$ cat config.mk
export PLATFORM = sky130hd
export DESIGN_NAME = markup_whole_word_search
export DESIGN_NICKNAME = d
export VERILOG_FILES = /design/src/rtl/mwws_pkg.sv /design/src/rtl/mwws_scan.sv /design/src/rtl/markup_whole_word_search.sv
export SDC_FILE = /design/constraint.sdc
export NUM_CORES = 1
export LEC_CHECK = 0
export ABC_AREA = 1
export BUFFER_PORTS_ARGS = -buffer_cell sky130_fd_sc_hd__buf_2
export CORE_MARGIN = 4
export CORE_UTILIZATION = 51
export CTS_BUF_LIST = sky130_fd_sc_hd__clkbuf_4 sky130_fd_sc_hd__clkbuf_8 sky130_fd_sc_hd__clkbuf_16
export DETAILED_ROUTE_END_ITERATION = 16
export PLACE_DENSITY = 0.76
export SLEW_MARGIN = 20
export SYNTH_ARGS = -nofsm -noshare
export SYNTH_HDL_FRONTEND = slang
export SYNTH_SLANG_ARGS = --single-unit
$ cat constraint.sdc
create_clock -name clk -period 2 [get_ports clk]
set_input_delay 0.2 -clock clk [delete_from_list [all_inputs] [get_ports clk]]
set_output_delay 0.2 -clock clk [all_outputs]
set_load 0.005 [all_outputs]
$ cat src/rtl/mwws_pkg.sv
// Package: scan state types, character class and case folding helpers.
`timescale 1ns / 1ps

package mwws_pkg;

  localparam int unsigned MAX_WORD_CHARS = 8;
  localparam int unsigned CHAR_W         = 8;
  localparam int unsigned POS_W          = 3;
  localparam int unsigned LEN_W          = 4;
  localparam int unsigned WORD_W         = MAX_WORD_CHARS * CHAR_W;
  localparam int unsigned CFG_IDX_W      = 1;
  localparam int unsigned CFG_DATA_W     = WORD_W;

  localparam logic [CFG_IDX_W-1:0] CFG_WORD_CHARS  = 1'b0;
  localparam logic [CFG_IDX_W-1:0] CFG_WORD_LENGTH = 1'b1;

  localparam logic [CHAR_W-1:0] CH_LT     = 8'h3C;
  localparam logic [CHAR_W-1:0] CH_GT     = 8'h3E;
  localparam logic [CHAR_W-1:0] CH_SQUOTE = 8'h27;
  localparam logic [CHAR_W-1:0] CH_DQUOTE = 8'h22;

  localparam logic [LEN_W-1:0] LEN_MIN = 4'd1;
  localparam logic [LEN_W-1:0] LEN_MAX = LEN_W'(MAX_WORD_CHARS);

  typedef enum logic [3:0] {
    MODE_START  = 4'b0001,
    MODE_TAG    = 4'b0010,
    MODE_STRING = 4'b0100,
    MODE_WORD   = 4'b1000
  } scan_mode_t;

  typedef struct packed {
    scan_mode_t        mode;
    logic [POS_W-1:0]  match_position;
    logic [CHAR_W-1:0] closing_quote;
    logic              match_pending;
    logic              found_flag;
  } scan_state_t;

  localparam scan_state_t SCAN_RESET = '{
    mode:           MODE_START,
    match_position: '0,
    closing_quote:  '0,
    match_pending:  1'b0,
    found_flag:     1'b0
  };

  function automatic logic [CHAR_W-1:0] fold_ascii(input logic [CHAR_W-1:0] c);
    if (c >= 8'h41 && c <= 8'h5A) begin
      return c + 8'h20;
    end
    return c;
  endfunction

  // Latin-1 letters and numbers
  function automatic logic is_alnum(input logic [CHAR_W-1:0] c);
    logic r;
    r = 1'b0;
    if (c >= 8'h30 && c <= 8'h39) r = 1'b1;
    if (c >= 8'h41 && c <= 8'h5A) r = 1'b1;
    if (c >= 8'h61 && c <= 8'h7A) r = 1'b1;
    if (c == 8'hAA || c == 8'hB5 || c == 8'hBA) r = 1'b1;
    if (c == 8'hB2 || c == 8'hB3 || c == 8'hB9) r = 1'b1;
    if (c >= 8'hBC && c <= 8'hBE) r = 1'b1;
    if (c >= 8'hC0 && c != 8'hD7 && c != 8'hF7) r = 1'b1;
    return r;
  endfunction

endpackage

$ cat src/rtl/mwws_scan.sv
// Next-state logic of the scanner for one text byte.
`timescale 1ns / 1ps

module mwws_scan (
  input  mwws_pkg::scan_state_t              cur,
  input  logic [mwws_pkg::CHAR_W-1:0]        text_byte,
  input  logic                               last_byte,
  input  logic [mwws_pkg::WORD_W-1:0]        word_chars,
  input  logic [mwws_pkg::LEN_W-1:0]         word_length,
  output mwws_pkg::scan_state_t              nxt,
  output logic                               found_here,
  output logic                               found_any
);

  logic [mwws_pkg::CHAR_W-1:0] c;
  logic [mwws_pkg::CHAR_W-1:0] want;
  logic [mwws_pkg::LEN_W-1:0]  len;
  logic [mwws_pkg::LEN_W-1:0]  pos_inc;
  logic                        c_alnum;
  logic                        here;
  mwws_pkg::scan_state_t       upd;

  assign c       = mwws_pkg::fold_ascii(text_byte);
  assign c_alnum = mwws_pkg::is_alnum(text_byte);
  assign want    = mwws_pkg::fold_ascii(word_chars[cur.match_position*mwws_pkg::CHAR_W +:
                                                   mwws_pkg::CHAR_W]);
  assign pos_inc = {1'b0, cur.match_position} + 4'd1;

  always_comb begin
    if (word_length < mwws_pkg::LEN_MIN) begin
      len = mwws_pkg::LEN_MIN;
    end else if (word_length > mwws_pkg::LEN_MAX) begin
      len = mwws_pkg::LEN_MAX;
    end else begin
      len = word_length;
    end
  end

  always_comb begin
    upd               = cur;
    upd.match_pending = 1'b0;
    here              = cur.match_pending && !c_alnum;

    if (cur.mode == mwws_pkg::MODE_STRING) begin
      if (c == cur.closing_quote) upd.mode = mwws_pkg::MODE_START;
    end else if (c == mwws_pkg::CH_SQUOTE || c == mwws_pkg::CH_DQUOTE) begin
      upd.closing_quote = c;
      upd.mode          = mwws_pkg::MODE_STRING;
    end else if (c == mwws_pkg::CH_LT) begin
      upd.mode = mwws_pkg::MODE_TAG;
    end else if (cur.mode == mwws_pkg::MODE_TAG) begin
      if (c == mwws_pkg::CH_GT) upd.mode = mwws_pkg::MODE_START;
    end else if (cur.mode == mwws_pkg::MODE_WORD) begin
      if (!c_alnum) upd.mode = mwws_pkg::MODE_START;
    end else begin
      if ({1'b0, cur.match_position} < len && want == c) begin
        if (pos_inc >= len) begin
          upd.match_position = '0;
          if (last_byte) begin
            here = 1'b1;
          end else begin
            upd.match_pending = 1'b1;
          end
        end else begin
          upd.match_position = pos_inc[mwws_pkg::POS_W-1:0];
        end
      end else begin
        upd.match_position = '0;
        upd.mode = c_alnum ? mwws_pkg::MODE_WORD : mwws_pkg::MODE_START;
      end
    end

    upd.found_flag = cur.found_flag | here;
    nxt            = last_byte ? mwws_pkg::SCAN_RESET : upd;
  end

  assign found_here = here;
  assign found_any  = upd.found_flag;

endmodule

$ cat src/rtl/markup_whole_word_search.sv
// Top level: whole-word search over a markup byte stream.
//
// Input channel: one text byte per item (in_text_byte, in_last_byte), taken
// when in_valid is high and in_stall is low. Result channel: one result per
// input item (out_found_here, out_found_any, out_search_done) under
// out_valid / out_stall.
// Each accepted byte's result shows on out_* in the next cycle.
// Throughput: one item per cycle while not stalled; the scanner state update
// is a single compare-and-select step between port and result register.
// The input stalls only while a result waits in the result register and the
// receiver holds out_stall high; results are never lost or repeated.
// Configuration: cfg_we writes word_chars (index 0) or word_length (index 1);
// write only while no item is in flight.
// Reset (synchronous, rst_n low): scanner state back to word start, no
// result held, word_chars = 0, word_length = 1. After each item marked
// in_last_byte the scanner state returns to its reset value as well.
`timescale 1ns / 1ps

module markup_whole_word_search (
  input  logic                                clk,
  input  logic                                rst_n,
  input  logic                                cfg_we,
  input  logic [mwws_pkg::CFG_IDX_W-1:0]      cfg_index,
  input  logic [mwws_pkg::CFG_DATA_W-1:0]     cfg_data,
  input  logic                                in_valid,
  output logic                                in_stall,
  input  logic [mwws_pkg::CHAR_W-1:0]         in_text_byte,
  input  logic                                in_last_byte,
  output logic                                out_valid,
  input  logic                                out_stall,
  output logic                                out_found_here,
  output logic                                out_found_any,
  output logic                                out_search_done
);

  logic [mwws_pkg::WORD_W-1:0] word_chars_r;
  logic [mwws_pkg::LEN_W-1:0]  word_length_r;
  mwws_pkg::scan_state_t       state_r;
  mwws_pkg::scan_state_t       state_nxt;
  logic                        here_nxt;
  logic                        any_nxt;
  logic                        out_valid_r;
  logic                        found_here_r;
  logic                        found_any_r;
  logic                        search_done_r;
  logic                        in_acc;

  assign in_stall = out_valid_r && out_stall;
  assign in_acc   = in_valid && !in_stall;

  mwws_scan u_scan (
    .cur         (state_r),
    .text_byte   (in_text_byte),
    .last_byte   (in_last_byte),
    .word_chars  (word_chars_r),
    .word_length (word_length_r),
    .nxt         (state_nxt),
    .found_here  (here_nxt),
    .found_any   (any_nxt)
  );

  always_ff @(posedge clk) begin
    if (!rst_n) begin
      word_chars_r  <= '0;
      word_length_r <= mwws_pkg::LEN_MIN;
    end else if (cfg_we) begin
      unique case (cfg_index)
        mwws_pkg::CFG_WORD_CHARS:  word_chars_r  <= cfg_data;
        mwws_pkg::CFG_WORD_LENGTH: word_length_r <= cfg_data[mwws_pkg::LEN_W-1:0];
        default: ;
      endcase
    end
  end

  always_ff @(posedge clk) begin
    if (!rst_n) begin
      state_r     <= mwws_pkg::SCAN_RESET;
      out_valid_r <= 1'b0;
    end else begin
      if (in_acc) state_r <= state_nxt;
      if (in_acc) begin
        out_valid_r <= 1'b1;
      end else if (!out_stall) begin
        out_valid_r <= 1'b0;
      end
    end
  end

  always_ff @(posedge clk) begin
    if (in_acc) begin
      found_here_r  <= here_nxt;
      found_any_r   <= any_nxt;
      search_done_r <= in_last_byte;
    end
  end

  assign out_valid       = out_valid_r;
  assign out_found_here  = found_here_r;
  assign out_found_any   = found_any_r;
  assign out_search_done = search_done_r;

endmodule

* Word-level counts from Yosys, hierarchy flattened
Cells that the tools add are included.
** Word-level totals
- Register bits after elaboration :: 89
- Output and inout bits :: 5
- Word-level logic and storage cells :: 133
** Cells by class
- Add/sub/neg operators :: 3
- Order comparisons :: 15
- Eq/ne operators :: 27
- Shifts and indexed selects :: 1
- Multiplexer cells :: 50
- Bitwise gates (word level) :: 2
- Reduce and logical (&&, ||, !) cells :: 24
** Operators with widths (number)
- 64-bit by 7-bit indexed part select with 8-bit output :: 1
- 8-bit equality test (second input constant) :: 6
- 4-bit two-way mux :: 12
- 8-bit two-way mux :: 5
- 8-bit by 6-bit equality test with 1-bit output (second input constant) :: 4
- 1-bit two-way mux :: 25
- 8-bit by 7-bit >= comparator with 1-bit output (second input constant) :: 3
- 8-bit by 7-bit less-or-equal comparator with 1-bit output (second input constant) :: 3
- 3-bit two-way mux :: 6
- 17-bit two-way mux :: 1
- 8-bit by 6-bit adder with 8-bit output (second input constant) :: 2
- 8-bit equality test :: 2
- 8-bit >= comparator (second input constant) :: 2
- 8-bit != test (second input constant) :: 2
- 12-bit two-way mux :: 1
- 1-bit logical AND :: 11
- 2-bit != test (second input constant) :: 5
- 8-bit by 6-bit >= comparator with 1-bit output (second input constant) :: 1
- 8-bit by 6-bit less-or-equal comparator with 1-bit output (second input constant) :: 1
- 8-bit less-or-equal comparator (second input constant) :: 1
- 7-bit by 2-bit != test with 1-bit output (second input constant) :: 1
- 7-bit != test (second input constant) :: 1
- 6-bit by 3-bit != test with 1-bit output (second input constant) :: 1
- 6-bit AND reduction :: 1
- other kinds (18) :: 24

* Longest topological paths before layout
- Depth after elaboration :: 21
- Mapped depth :: 20

* By module
Synthesis repeated with hierarchy kept, for this count alone.
** Unflattened totals
- Cells, all modules :: 922
- Area, all modules :: 5869.4 um2
** By module, submodules not included
- markup_whole_word_search :: times used 1, cells each 486, area an instance 3676.0 um2, seq. area each 1811.7 um2
- mwws_scan :: times used 1, cells each 436, area an instance 2193.4 um2, seq. area each 0.0 um2

* Worst setup path after synthesis
OpenSTA, ideal clock, no wires.
- Path kind :: register to register
- Start point :: reg state_r[10] in the netlist's numbering
- End point :: reg found_any_r (netlist: out_found_any), data pin
- Library setup time :: 0.261 ns
- Arrival :: 1.834 ns
- Required time :: 1.739 ns
- Setup slack :: -0.096 ns
- Cell stages (with the launch flop) :: 18
- Period minus slack after synthesis :: 2.096 ns
- Cell sequence :: dfxtp_1 > buf_6 > buf_6 > nor2_1 > nor2_1 > o21ai_0 > nand3_1 > nand2_2 > inv_2 > ha_1 > inv_1 > nand3_1 > nand3_1 > nand2_1 > inv_2 > and2_4 > nand4_1 > nand3_1
** On the way
- Word-level cells in the longest chain between the ends :: 14
- Elaborated cells between the ends (all ways) :: 21
- Classes of those cells :: 2 x add/sub; 4 x order compare; 1 x eq/ne; 1 x shift; 10 x mux; 1 x bitwise; 2 x reduce/logical
** Ends and longest elaborated chain
- start, declared :: line markup_whole_word_search.sv:38 : mwws_pkg::scan_state_t state_r;
- start signal, assigned :: line markup_whole_word_search.sv:77 : state_r <= mwws_pkg::SCAN_RESET;
- start signal, assigned :: line markup_whole_word_search.sv:80 : if (in_acc) state_r <= state_nxt;
- 64-bit by 7-bit indexed part select with 8-bit output :: line mwws_scan.sv:25 : assign want = mwws_pkg::fold_ascii(word_chars[cur.match_position*mwws_pkg::CHAR_W +:
- 8-bit by 7-bit >= comparator with 1-bit output or 8-bit by 7-bit less-or-equal comparator with 1-bit output (tied branches) :: line mwws_pkg.sv:49 : if (c >= 8'h41 && c <= 8'h5A) begin
- 1-bit logical AND :: line mwws_pkg.sv:49
- 1-bit two-way mux :: line mwws_pkg.sv:49
- 8-bit two-way mux :: line mwws_pkg.sv:52 : return c;
- 8-bit equality test :: line mwws_scan.sv:56 : if ({1'b0, cur.match_position} < len && want == c) begin
- 1-bit logical AND :: line mwws_scan.sv:56
- 1-bit two-way mux (*) :: line mwws_scan.sv:56
- 1-bit two-way mux (*) :: line mwws_scan.sv:53 : end else if (cur.mode == mwws_pkg::MODE_WORD) begin
- 1-bit two-way mux (*) :: line mwws_scan.sv:51 : end else if (cur.mode == mwws_pkg::MODE_TAG) begin
- 1-bit two-way mux (*) :: line mwws_scan.sv:49 : end else if (c == mwws_pkg::CH_LT) begin
- 1-bit two-way mux (*) :: line mwws_scan.sv:46 : end else if (c == mwws_pkg::CH_SQUOTE || c == mwws_pkg::CH_DQUOTE) begin
- 1-bit two-way mux (*) :: line mwws_scan.sv:44 : if (cur.mode == mwws_pkg::MODE_STRING) begin
- 1-bit bitwise OR (*) :: line mwws_scan.sv:73 : upd.found_flag = cur.found_flag | here;
- named net any_nxt :: line markup_whole_word_search.sv:41 : logic any_nxt;
- end signal, assigned :: line markup_whole_word_search.sv:92 : found_any_r <= any_nxt;
- end, declared :: line markup_whole_word_search.sv:44 : logic found_any_r;
The timed path passes the listed nets; every way through them passes the cells marked *. The select of a mux whose other input is x is not followed.
A chain may end at the register's enable or synchronous reset.

* Worst setup path in the final report
- Start point :: reg word_length_r[2] in the netlist's numbering
- End point :: reg state_r[15] in the netlist's numbering
** On the way
- Word-level cells in the longest chain between the ends :: 7
- Elaborated cells between the ends (all ways) :: 8
- Classes of those cells :: 3 x order compare; 1 x eq/ne; 2 x mux; 2 x reduce/logical
** Ends and longest elaborated chain
- start, declared :: line markup_whole_word_search.sv:37 : logic [mwws_pkg::LEN_W-1:0] word_length_r;
- start signal, assigned :: line markup_whole_word_search.sv:65 : word_length_r <= mwws_pkg::LEN_MIN;
- start signal, assigned :: line markup_whole_word_search.sv:69 : mwws_pkg::CFG_WORD_LENGTH: word_length_r <= cfg_data[mwws_pkg::LEN_W-1:0];
- 4-bit > comparator :: line mwws_scan.sv:32 : end else if (word_length > mwws_pkg::LEN_MAX) begin
- 4-bit two-way mux :: line mwws_scan.sv:32
- 4-bit two-way mux (*) :: line mwws_scan.sv:30 : if (word_length < mwws_pkg::LEN_MIN) begin
- 3-bit by 4-bit less-than comparator with 1-bit output (*) :: line mwws_scan.sv:56
- 1-bit logical AND (*) :: line mwws_scan.sv:56
- 7-bit by 2-bit != test with 1-bit output (no source line) (*)
- 5-bit AND reduction (no source line) (*)
Mark *: on every way between the ends. The rest lies on a longest branch, timed or not.

==> impl_results.md <==
- Full die area: between 10000 and 15000 um^2
- Nets: 999
- Sequential share of power: 46.2%
- Post-synth cell types: 32
- Syn Area/Cell: 6.51 um^2
- Site Rows: 35
- Overall power: 4.21 mW
- Crit path time final: 2.36 ns
- Most common cell after layout, fill and taps aside: nand2_1
- Global route overflow: 0
- Critical path arrival: between 2 and 3 ns
- Vias in the first global route: 5101
- Synth top area cells: dfxtp_1 (35%), nand2_1 (11%), nor2_1 (8.7%), nand3_1 (8.1%), o21ai_0 (8.0%)
- Period utilization: 118%
- Post-DP HPWL: 10200 um
- P&R area growth vs syn: 30.3%
- Clk pwr share: a little under a third
- Clk buf depth: 2
- Hold buffer count at CTS: 0
- Pleak: a little over 3 nW
- Ports: 84
- Die H: 107 um
- # setup viols final: 10
- Max-slew violation count: 0
- Area after DPL: 5940 um^2
- Layout cells sized above 1: about 28%
- Cell internal pwr: 2.82 mW
- GRT met1 Usage: 30.7%
- Post-Syn Area: 4980 um^2
- Met2 Use GR: 41.1%
- Hold Crit Class: input pin to flip-flop
- Worst-path maximum fanout: 6
- Sw Share: about 33%
- Worst skew pair latency: 0.37 ns
- Post-synth top area share: 34.5%
- Drt initial violations: 477
- Non-Filler Instances: between 1000 and 1500
- Synth area leader: dfxtp_1
- CP Class: flip-flop to flip-flop
- Ys flop type: dfxtp_1
- Post-Syn Nets: 857
- Failing checks: setup timing
- Largest net degree at the start of global routing: 51
- Detailed Route WL: about 14000 um
- Initial antenna violation count: 0
- Maximum vdd drop: 0.421 mV
- Total iterations of the first detailed-routing run: 5
- Power per cell area: 648 nW/um^2
- CTS clk-pin slew, worst paths: 0.11 ns
- Crit. End Element: flip-flop
- Sw Pwr: ~1.4 mW
- Max_cap viols: 0
- WP data required: 2.27 ns
- GR Util met3: 4.58%
- Antenna diodes: 0
- Tightest Pin Transition: approximately 0.60 ns
- I/O Buffers: 83
- Outcome: complete, but fails checks
- H-tree levels: 3
- Crit start category: flip-flop
- GRT Resource Usage Total: 23.9%
- DRC: 0
- Dpl cells: 1009
- First-pass GRT wire length: around 23000 um
- Synth Warn #: 0
- Root buffer selected by CTS: clkbuf_8
- Core ar.: around 9400 um^2
- DR vias/cell: 5.18
- Fmax achieved: 423 MHz
- Width of the die: 107 um
- Sequential share of the synthesized area: 36.4%
- Hold_ws: 0.0449 ns
- Clock tree from TritonCTS: done
- Setup TNS: -3.39 ns
- Busiest grt layer: met2
- Commonest non-fill, non-tap cells in the layout: nand2_1 (134), nor2_1 (108), inv_1 (83), buf_2 (83), dfxtp_1 (80)
- Syn Inst Count: 766
- Clock tree sinks: 89
- DR WL/cell: 13.9 um
- Gp weighted congestion: around 0.87
- Post-synth EDFFs: 3
- RSZ-0062 raised after global routing: true
- Hold Fails Final Rpt: 0
- Slew margin rel.: 60.1%
- Finished Cell Area: between 6000 and 7000 um^2
- Yosys reg bits: 89
- Gate power share: 23.4%
- Skew final: 0.0117 ns
- Antenna viol nets, final: 0
- Final Worst Setup Slack: -0.364 ns
- Via count: 5399
- Num CTS Buffers: 9
- Initial Util: 53.2%
- Fraction of synthesis flops using an asynchronous set or reset pin: 0%
worst max-delay path, cell delays in order (launching register included):
cell     delay, ns
dfxtp_2       0.34
nor2_2        0.13
a21oi_2       0.07
nor2_2        0.13
ha_2          0.18
nor2_1        0.04
o21a_1        0.18
o21ai_2       0.14
nand2_1       0.07
nor2_1        0.08
nand2_1       0.05
nor2_1        0.09
nand3_1       0.11
a21oi_2       0.17
buf_4         0.15
nand3_4       0.12
nand2_4       0.10
nand2_2       0.04
nand2_1       0.05
nor2_1        0.04
synthesized netlist by cell type, types with 7 or more instances:
library cell and n:
clkbuf_1 21, dfxtp_1 86, ha_1 12, nand2_1 144, o21ai_0 80, a21oi_1 62, inv_1 86, nor2_1 115
o21ai_1 7, nor3_1 9, nand3_1 81, buf_2 8
metal layers:
metal / share of wire [%] / vias up
li1: - / 2754
met1: 43 / 2420
met2: 49 / 203
met3: 6.7 / 22
met4: 1.5 / 0
met5: 0 / -
what timing repair did:
action                                  CTS  global route
endpoints found under the setup margin   10            10
pin swaps                                 2            22
gates resized for setup                   3            57
setup buffers                             4             8
gates cloned                              0             5
state kept, by name (all words and copies together), names as in the netlist:
name and cells:
state_r 17, out_found_here 1, out_valid 1, out_search_done 1, word_chars_r 64, word_length_r 4, out_found_any 1
cells by family (layout without fill, tap and decap cells):
family / after synthesis / after routing / share of synthesized area, %
AND/OR/NAND/NOR: 372 / 372 / 32.1
AO/OA/AOI/OAI: 156 / 156 / 16.4
buffers and inverters: 132 / 279 / 11.3
flip-flops: 89 / 89 / 36.4
adder cells (fa/ha/maj): 12 / 12 / 3.01
XOR/XNOR: 5 / 5 / 0.879
per-stage QoR:
step	setup slack, ns	utilization (%)
after floorplan	-0.0405	-
after global placement	-0.321	63.4
after detailed placement	-0.393	63.4
after CTS	-0.322	66.0
after global routing	-0.566	69.3
final	-0.364	69.3
power by group through the flow:
stage          registers, mW  clock network [mW]  logic [mW]
2_1_floorplan           1.97                   0       0.551
3_3_place_gp            1.98                   0       0.869
3_5_place_dp            1.98                   0       0.891
4_1_cts                 1.94                1.29       0.915
5_1_grt                 1.96                1.38        1.11
6_report                1.95                1.28       0.985
worst paths after layout:
| kind | to | from | slack, ns | depth (start not counted) |
|---|---|---|---|---|
| max | state_r[15]$_SDFFE_PN0P_ | word_length_r[2]$_SDFFE_PN0P_ | -0.36 | 19 |
| min | word_chars_r[30]$_SDFFE_PN0P_ | cfg_data[30] | 0.04 | 3 |
| max reg2reg | state_r[15]$_SDFFE_PN0P_ | word_length_r[2]$_SDFFE_PN0P_ | -0.36 | 19 |
| min reg2reg | word_chars_r[57]$_SDFFE_PN0P_ | word_chars_r[57]$_SDFFE_PN0P_ | 0.46 | 2 |
area by class of cell:
type | instances | area (um^2)
clock buffers | 9 | 124
clock inverters | 7 | 81.3
fillers | 803 | 2880
inverters | 94 | 362
multi-input cells | 545 | 2770
flip-flops and latches | 89 | 1820
well taps | 129 | 161
repair buffers | 169 | 1170
(Power assumes the default switching activity.)
